==> src/rtl/assert_macros.svh <==
// Assertion helpers included by the table unit.
`ifndef ASSERT_MACROS_SVH
`define ASSERT_MACROS_SVH

// Check a property on every rising clock edge outside reset.
`define ASSERT_CLK(lbl, clk, rst_n, prop, msg) \
    lbl: assert property (@(posedge clk) disable iff (!rst_n) (prop)) else $error(msg);

// Check that an expression never holds outside reset.
`define ASSERT_NEVER(lbl, clk, rst_n, expr, msg) \
    lbl: assert property (@(posedge clk) disable iff (!rst_n) !(expr)) else $error(msg);

`endif

==> src/rtl/mest_ram.sv <==
`timescale 1ns / 1ps
// ----------------------------------------------------------------------------
// mest_ram
// Generic simple dual-port RAM, one write and one registered read port.
// ----------------------------------------------------------------------------
module mest_ram #(
    parameter int WIDTH = 8,
    parameter int DEPTH = 2
) (
    input  logic                     clk,
    input  logic                     we,
    input  logic [$clog2(DEPTH)-1:0] waddr,
    input  logic [WIDTH-1:0]         wdata,
    input  logic [$clog2(DEPTH)-1:0] raddr,
    output logic [WIDTH-1:0]         rdata
);

    logic [WIDTH-1:0] mem [DEPTH];

    always_ff @(posedge clk)
    begin
        if (we)
        begin
            mem[waddr] <= wdata;
        end
        rdata <= mem[raddr];
    end

endmodule

==> config.mk <==
export PLATFORM = sky130hd
export DESIGN_NAME = mest_ram
export DESIGN_NICKNAME = d
export VERILOG_FILES = /design/src/rtl/assert_macros.svh /design/src/rtl/mest_ram.sv
export SDC_FILE = /design/constraint.sdc
export NUM_CORES = 1
export LEC_CHECK = 0
export BUFFER_PORTS_ARGS = -buffer_cell sky130_fd_sc_hd__buf_4
export CAP_MARGIN = 20
export CORE_ASPECT_RATIO = 1.25
export CORE_MARGIN = 4
export CORE_UTILIZATION = 45
export DETAILED_ROUTE_END_ITERATION = 8
export HOLD_SLACK_MARGIN = 0.06
export PLACE_DENSITY = 0.67
export SYNTH_ARGS = -nofsm -noshare
export SYNTH_HDL_FRONTEND = slang
export SYNTH_SLANG_ARGS = --single-unit
export TNS_END_PERCENT = 10
==> constraint.sdc <==
create_clock -name clk -period 1.4 [get_ports clk]
set_input_delay 0.14 -clock clk [delete_from_list [all_inputs] [get_ports clk]]
set_output_delay 0.14 -clock clk [all_outputs]
set_load 0.02 [all_outputs]
# Word level (Yosys, flattened, before mapping)
# Memory sizes are Yosys's and may differ from the RTL's. A register that Yosys moved wholly into a read port is not among the register bits.
# Cells that the tools add are included.
[op_classes]
muxes = 2
[ops]
columns = ["op", "n"]
rows = [
  ["1-bit two-way mux", 2],
]
[word_totals]
register_bits = 0
out_inout_bits = 8
elab_cells = 3
mem_bits_rw = 16
memories = 1
[mem_list]
columns = ["memory", "words", "word_bits", "rd", "rd_clocked_by_memory_dff", "write_ports", "line_no", "source"]
rows = [
  ["mem", 2, 8, 1, 1, 1, "mest_ram.sv:18", "logic [WIDTH-1:0] mem [DEPTH];"],
]

# Logic depth before layout (Yosys ltp)
[logic_depth]
word_depth = 2
mapped_depth = 2

# Least setup slack after synthesis
# Ideal clock, no wire load.
[synth_timing]
path_type = "input -> register"
from = "input port we"
to = "memory mem[0][0], enable pin"
setup_slack_ps = 467
cell_stages = 1
setup_time_ps = 373
t_required_ps = 1027
arrival_ps = 560
cell_sequence = "nor2b_1"
[synth_via]
elab_chain_cells = 2
[synth_lines]
columns = ["item", "line_no", "source"]
rows = [
  ["start, declared", "mest_ram.sv:11", "input logic we,"],
  ["1-bit two-way mux", "mest_ram.sv:22", "if (we)"],
  ["1-bit two-way mux (implied by the code)", "mest_ram.sv:24", "mem[waddr] <= wdata;"],
  ["end, declared", "mest_ram.sv:18", ""],
]
# No other way between the ends.

# Worst setup path in the final report
[layout_timing]
from = "register rdata[3] (read register of mem)"
to = "output port rdata[3]"
[layout_rtl]
columns = ["item", "line_no", "source"]
rows = [
  ["start, declared", "mest_ram.sv:15", "output logic [WIDTH-1:0] rdata"],
]
# No word-level cell between the ends.

==> run metrics <==
Hold WC Path Type=in2reg; Final nets=around 80; Synth Instances=35; clock-pin transition on the worst setup and hold timing paths=0.12 ns; antenna-violating nets left=0; Pwr Density=1350 mW/mm²; Root Driver=clkbuf_4; Worst setup EP type=output pin; worst-case clock skew=about 0.0028 ns; Adder-Cell Fraction of Synth Area=0%; pre-CTS WS=0.483 ns; Cell Rows=16; Synth Cell Area=785 µm²; status=finished clean; Post-synth EDFFs=16; cell taking the most area after synthesis=edfxtp_1; Placer Congestion=0.609; RSZ-0062 raised after global routing=false; Seq/Total Area, Yosys=just over 80%; Worst Path Arrival=~0.77 ns; IO buf count=19; Tmin final=slightly above 0.9 ns; Final Hold Fails=0; Mapped Avg Cell Area=22.4 µm²; setup_tns=0 ns; Die ar.=0.00248 mm²; Slew @ Worst Pin=0.356 ns; vias per inst=4.64; die extent in y=54.7 µm; #FFs+latches synth=24; largest family of logic cells by synthesized area=multiplexers; clock latency on the worst-skew pair=0.30 ns; number of max-cap violations=0; share of layout cells above drive strength 1=48.5%; DR WL/cell=12.8 µm; VDD IR max=between 0.7 and 0.8 mV; critical path type=reg2out; XOR/XNOR share of the synthesized area=0%; Unique masters post-synth=6; Final Cell Area=0.00108 mm²; # hold bufs at CTS=8; top cells by area, synth=edfxtp_1, dfxtp_1, mux2_4, buf_6, and2_1; vias post-DR=390; clock buffer count from CTS=3; Yosys top cell area share=61.2%; simple-gate share of the synthesized area=about 1.6%; top achievable clock speed=1.10 GHz; Core Region=~0.0016 mm²; CTS resizes=0; Initial Util=between 40% and 50%; Worst Slack Setup Final=a little under 0.5 ns; ys flop type=edfxtp_1; grt total ovfl=0; Compound-Gate Fraction of Synth Area=0%; Synth warnings=0; CP cell instances=buf_4; placed inst area=approximately 950 µm²; First-pass DRT Iterations=4; postcts setup bufs=0; critical path buffer and inverter count=1; crit-path leading delay family=flip-flops; first-pass GRT wire length=between 1500 and 2000 µm; Post-synth top cells=edfxtp_1, dfxtp_1, mux2_4; htree depth=1; CP Max Fanout=1; antenna violations before repair=0; # DRC=0; P_leak=about 0.45 nW; multiplexer share of the synthesized area=15.3%; Total Routed Length=1070 µm; Critical Path RT=1.26 ns; Worst setup SP type=register; final slew viol count=0; Max Buffers Root-to-Sink=2; Overall Global Routing Usage=approximately a tenth; number of diodes=0; most frequent cell after synthesis=edfxtp_1; synth-to-layout area growth=37.5%; syn nets=47; Starting DRT DRC Count=6; clock tree from TritonCTS=built; final setup vio count=0; ys async rst share=0%; CP peak stage delay=0.32 ns; critical path's slowest cell=dfxtp_1; chip width=45.3 µm; largest net degree at the start of global routing=15; vias in the first global route=401; fraction of the cycle the final worst path needs=65.0%; # IOs=20; Slew HR=approximately three quarters; CTS Sinks=24
## cells in the final DEF, fill, tap and decap left out, drive strengths merged
cell type	synthesis	layout
dfxtp	8	8
nor2b	1	1
mux2	8	8
dlygate4sd3	0	8
bufinv	0	1
and2	1	1
clkbuf	0	3
buf	1	20
edfxtp	16	16
## layer usage
layer	track usage, %	routed length [µm]	vias up
met5	0	0	-
met1	11.4	418	183
li1	-	-	191
met2	18.6	577	16
met3	3.29	76	0
met4	2.93	0	0
## through the flow
step                      instances  utilization [%]  hold slack [ns]  total power [mW]
after floorplan                  35                -            0.239             0.915
after global placement           72             59.1            0.326             0.976
after detailed placement         72             59.1            0.329             0.984
after CTS                        84             67.3            0.200              1.47
after global routing             84             67.3            0.188              1.52
final                            84             67.3            0.202              1.46
## final timing paths
check	start	end	slack (ns)	depth (start not counted)
worst max-delay path	rdata[3]	rdata[3]	0.49	1
worst min-delay path	raddr	rdata[7]	0.20	2
worst max register to register	mem[1][4]	rdata[4]	0.65	1
worst min register to register	mem[0][7]	rdata[7]	0.49	1
## power by group
group | total [mW] | internal [mW] | switching, mW
logic | 0.158 | 0.0932 | 0.0645
registers | 0.824 | 0.811 | 0.0130
clock network | 0.478 | 0.289 | 0.189
## logic make-up (layout without fill, tap and decap cells)
group	count (synthesis)	count (layout)
buffers and inverters	1	32
DFF	24	24
and+or+nand+nor	2	2
muxes	8	8
## layout make-up
type                            count  area [µm²]
Sequential cell                    24         641
Fill cell                         112         523
Timing Repair Buffer               28         230
Multi-Input combinational cell     10         133
Clock inverter                      1        30.0
Clock buffer                        3        22.5
Tap cell                           18        22.5
## sequential cells by signal, indices dropped and copies added, names as in the netlist
| name | flops |
|---|---|
| mem | 16 |
| rdata | 8 |
Note: power is estimated with default switching activity, not from simulation.
