==> src/rtl/assert_macros.svh <==
// Assertion helpers included by the table unit.
`ifndef ASSERT_MACROS_SVH
`define ASSERT_MACROS_SVH

// Check a property on every rising clock edge outside reset.
`define ASSERT_CLK(lbl, clk, rst_n, prop, msg) \
    lbl: assert property (@(posedge clk) disable iff (!rst_n) (prop)) else $error(msg);

// Check that an expression never holds outside reset.
`define ASSERT_NEVER(lbl, clk, rst_n, expr, msg) \
    lbl: assert property (@(posedge clk) disable iff (!rst_n) !(expr)) else $error(msg);

`endif

==> src/rtl/mest_pkg.sv <==
`timescale 1ns / 1ps
// ----------------------------------------------------------------------------
// mest_pkg
// Types and codes shared by the match event supersede table.
// ----------------------------------------------------------------------------
package mest_pkg;

    localparam logic [1:0] BIND_CONTENT = 2'd0;
    localparam logic [1:0] BIND_SUCC    = 2'd1;
    localparam logic [1:0] BIND_PRED    = 2'd2;

    localparam logic [15:0] LEN_ERROR = 16'hFFFF;

    // One stored match.
    typedef struct packed {
        logic [15:0] len;
        logic [31:0] pos;
        logic [1:0]  binding;
        logic [7:0]  level;
        logic [29:0] id;
    } entry_t;

    // The match being added, as the compare unit sees it.
    typedef struct packed {
        logic [29:0] pid;
        logic [7:0]  level;
        logic [31:0] pos;
        logic [32:0] end_pos;
    } event_t;

    // Compare results of one stored entry against the event.
    typedef struct packed {
        logic pos_lt;
        logic pos_gt;
        logic end_lt;
        logic del_hit;
        logic cover_hit;
    } match_flags_t;

    // One flush result before the sticky flags join it.
    typedef struct packed {
        logic [29:0] id;
        logic [6:0]  ordinal;
        logic [31:0] pos;
        logic [15:0] len;
        logic        empty;
    } result_t;

endpackage

==> src/rtl/mest_match.sv <==
`timescale 1ns / 1ps
// ----------------------------------------------------------------------------
// mest_match
// Compare one stored entry against the event being added.
// ----------------------------------------------------------------------------
module mest_match (
    input  mest_pkg::entry_t       ent,
    input  mest_pkg::event_t       ev,
    output mest_pkg::match_flags_t flags
);

    logic [32:0] ent_end;

    always_comb
    begin
        ent_end         = {1'b0, ent.pos} + {17'b0, ent.len};
        flags.pos_lt    = ent.pos < ev.pos;
        flags.pos_gt    = ent.pos > ev.pos;
        flags.end_lt    = ent_end < ev.end_pos;
        // duplicate, or a lower level entry that the event covers
        flags.del_hit   = ((ent.id == ev.pid) && (ent.pos == ev.pos) && (ent.level == ev.level))
                          || ((ent.level < ev.level) && (ent_end <= ev.end_pos));
        flags.cover_hit = (ent.level > ev.level) && !(ent.pos > ev.pos);
    end

endmodule
==> config.mk <==
export PLATFORM = sky130hd
export DESIGN_NAME = mest_match
export DESIGN_NICKNAME = d
export VERILOG_FILES = /design/src/rtl/assert_macros.svh /design/src/rtl/mest_pkg.sv /design/src/rtl/mest_match.sv
export SDC_FILE = /design/constraint.sdc
export NUM_CORES = 1
export LEC_CHECK = 0
export BUFFER_PORTS_ARGS = -buffer_cell sky130_fd_sc_hd__buf_2
export CELL_PAD_IN_SITES_DETAIL_PLACEMENT = 1
export CELL_PAD_IN_SITES_GLOBAL_PLACEMENT = 1
export CORE_MARGIN = 2
export CORE_UTILIZATION = 34
export DETAILED_ROUTE_END_ITERATION = 16
export PLACE_DENSITY_LB_ADDON = 0.05
export SLEW_MARGIN = 10
export SYNTH_ARGS = -nofsm -noshare
export SYNTH_HDL_FRONTEND = slang
export SYNTH_SLANG_ARGS = --single-unit
==> constraint.sdc <==
create_clock -name vclk -period 11
set_clock_uncertainty 0.05 [all_clocks]
set_input_delay 1.1 -clock vclk [all_inputs]
set_output_delay 1.1 -clock vclk [all_outputs]
set_load 0.05 [all_outputs]
* Word-level counts from Yosys, hierarchy flattened
Index checks and enable logic that the tools add are counted.
** Word-level totals
- Output and inout bits :: 5
- Input bits :: 191
- Logic and storage cells :: 16
- Flip-flop bits (word level) :: 0
** Operators by class
- $lt $le $gt $ge :: 6
- Add/subtract/negate cells :: 1
- Reductions and logical operators :: 6
- Equality and inequality tests :: 3
** Operators by type and width (count)
- $add A32 B16 Y33 :: 1
- $le A33 B33 Y1 :: 1
- $lt A33 B33 Y1 :: 1
- $eq A32 B32 Y1 :: 1
- $gt A32 B32 Y1 :: 1
- $lt A32 B32 Y1 :: 1
- $eq A30 B30 Y1 :: 1
- $eq A8 B8 Y1 :: 1
- $gt A8 B8 Y1 :: 1
- $lt A8 B8 Y1 :: 1
- $logic_and A1 B1 Y1 :: 4
- $logic_not A1 Y1 :: 1
- $logic_or A1 B1 Y1 :: 1

* Longest topological paths before layout
- Depth in word-level cells :: 4
- Gate-level depth with buffers :: 16
- Mapped depth without buffers :: 16

* Worst setup path after synthesis
Ideal clock, no wire load.
- Kind :: input to output
- From :: in ent[40] (netlist name)
- To :: out flags[1] (netlist name)
- Arrival time :: 4.536 ns
- Data required time :: 9.850 ns
- Path buffers :: 0
- Slack :: 5.314 ns
- Stages on the path :: 16
- Cell sequence :: ha_1 inv_1 fa_1 nor2b_4 o31a_4 o2111ai_4 a21oi_2 o2111a_1 a311oi_2 ha_1 nand4_1 nor3_1 a221o_1 o31ai_1 a21oi_1 o21ai_1
** RTL lines
- start: declaration :: line mest_match.sv:7 : input mest_pkg::entry_t ent,
- end: declaration :: line mest_match.sv:9 : output mest_pkg::match_flags_t flags

==> flow_metrics.tcl <==
set metrics [dict create \
    timing.critical_path.from "ent[40]" \
    p_per_area_nw_per_um2 45.0 \
    viasPerCell 5.13 \
    fin_tns_setup_ns 0 \
    rsz0062_at_grt "no" \
    seqPwrFrac_pct 0 \
    finalCritPeriodShare_pct 58.2 \
    seq_area_frac_synth_pct 0 \
    p_sw_share_pct 54.9 \
    holdBufCountCts 0 \
    place_congestion 0.941 \
    hold_path_depth 7 \
    postCtsSetupBuffers 0 \
    path_class "input pin to output pin" \
    clock_power_share_pct 0 \
    final_nets 947 \
    n_antenna_cell 0 \
    ys_types 52 \
    layout-drive-gt1-share_pct 31.2 \
    grt_pass1_vias 4467 \
    final_common_cell "buf_2" \
    fin_crit_ns 6.40 \
    cp.required_ns 9.85 \
    route.detailed.drc 0 \
    die-area_sq_um 11000 \
    grt_max_degree 11 \
    min-delay-start "ev[102]" \
    io_pins 196 \
    whs_endpoint "flags[1]" \
    finalMaxSlewViolations 0 \
    wl_per_cell_um 15.2 \
    regArea_sq_um 0 \
    portBuffers 194 \
    drtAntennaViolNets 0 \
    crit_path_end_kind "output pin" \
    peakVddDrop_v 0.0000150 \
    worst_pin_slew_ns 0.641 \
    hold_ws_ns 2.77 \
    seq_cell_count 0 \
    fmax_ghz 0.156 \
    cap_violations 0 \
    vias 4091 \
    mostFrequentLayoutCells "buf_2 (194), ha_1 (89), inv_1 (83), a21oi_1 (43), xnor2_1 (33)" \
    setup_viol 0 \
    leakagePower_nw 2.59 \
    cp_max_fo 7 \
    critPathBufInv 3 \
    hpwlAfterDp_mm 11.4 \
    status "completed" \
    synth_nets 755 \
    crit_family "compound AO/OA/AOI/OAI gates" \
    area_delta_synth_final_pct 32.3 \
    power_w 0.000206 \
    grt_pass1_wl_mm 20.2 \
    clkbuf_count 0 \
    grt-ovfl-total 0 \
    drt_iter0_drc 63 \
    grtUsageTotal_pct 22.1 \
    row_count 36 \
    cts_resized 0 \
    power.internal_w 0.0000929 \
    die_w_um 105 \
    hold_violations 0 \
    switchingPower_w 0.000113 \
    synth_cells 474 \
    relSlewSlack_pct 56.9 \
    antenna_found_initial 0 \
    critical-path-slowest-cell "nor4_1" \
    core_area_sq_um 9820 \
    drtPass1Iterations 4 \
    syn_avg_cell_area_sq_um 7.30 \
    cpPeakStageDelay_ns 0.60 \
    syn_area_sq_um 3460 \
    wl_mm 12.1 \
    path_cells "buf_2 > ha_1 > inv_1 > fa_1 > nor2b_4 > o31a_4 > o2111ai_4 > a211oi_4 > o2111ai_1 > xnor2_1 > ha_1 > nand4_1 > nor4_1 > nand3_1 > o221a_1 > a21oi_1 > o21ai_1 > buf_2" \
    initial_core_util_pct 35.2 \
    ys.warnings.count 0 \
    die_h_um 105 \
    start_kind "input pin" \
    p_comb_share_pct 100.0 \
    cp.arrival_ns 5.25 \
    worst_hold_path_type "input pin to output pin" \
]
per-stage QoR:
stage	setup WS (ns)	area, sq um	util [%]	cells
finish	4.60	4580	46.6	797
global route	4.19	4580	46.6	797
CTS	4.56	4580	46.6	797
detailed placement	4.58	4580	46.6	797
global placement	4.60	4580	46.6	797
floorplan	5.31	3460	-	474
cell usage after synthesis (all sizes together) (2+ instances only):
library cell / count / area [sq um]
ha: 89 / 1110
inv: 83 / 312
a21oi: 44 / 224
xnor2: 33 / 289
nand2: 26 / 97.6
xor2: 24 / 210
nand4: 22 / 138
nand3: 16 / 80.1
nor2: 16 / 60.1
o21ai: 16 / 80.1
a21o: 14 / 105
nor4: 10 / 68.8
o211ai: 8 / 70.1
and3: 7 / 48.8
nor2b: 7 / 51.3
a211oi: 6 / 67.6
nor3: 6 / 30.0
o21a: 6 / 45.0
o2111ai: 4 / 52.6
a221oi: 3 / 26.3
and2: 3 / 18.8
buf: 3 / 15.0
o21bai: 3 / 22.5
o31ai: 3 / 22.5
a311oi: 2 / 23.8
nor3b: 2 / 15.0
o211a: 2 / 20.0
o311ai: 2 / 17.5
or2: 2 / 12.5
logic make-up after synthesis:
family	Yosys count	synth area share [%]
buffers and inverters	87	9.59
adder cells (fa/ha/maj)	90	32.8
AND/OR/NAND/NOR	119	18.4
AO/OA/AOI/OAI	121	24.8
XOR/XNOR	57	14.4
power by group through the flow:
stage          Combinational, W  Sequential [W]  Clock [W]
2_1_floorplan          0.000129               0          0
4_1_cts                0.000209               0          0
3_5_place_dp           0.000208               0          0
5_1_grt                0.000234               0          0
3_3_place_gp           0.000199               0          0
6_report               0.000206               0          0
how the worst max path moves through the flow:
stage / to / slack, ns / cells after the start
floorplan: flags[1] / 5.31 / 16
global placement: flags[1] / 4.60 / 18
detailed placement: flags[1] / 4.58 / 18
CTS: flags[1] / 4.56 / 18
global route: flags[1] / 4.19 / 18
finish: flags[1] / 4.60 / 18
tightest hold or removal path: cells and delay by family:
kind / cells / cell delay, ns
buffers and inverters: 2 / 0.29
AND/OR/NAND/NOR: 3 / 0.20
XOR/XNOR: 1 / 0.06
AO/OA/AOI/OAI: 1 / 0.05
cell type report:
class	instances	area (sq um)
tap	133	166
fill	1347	5240
inverter	83	312
timing repair buffer	194	971
multi-input combinational	387	3130
metal layers:
metal  GRT usage, %  part of all wire [%]  vias to the layer above
met4           3.81                   1.8                        0
met2           44.1                    51                      133
met3           1.56                   4.7                       18
li1               -                     -                     2083
met5              0                     0                        -
met1           25.5                    42                     1857
Power figures use the tool's default switching activity.
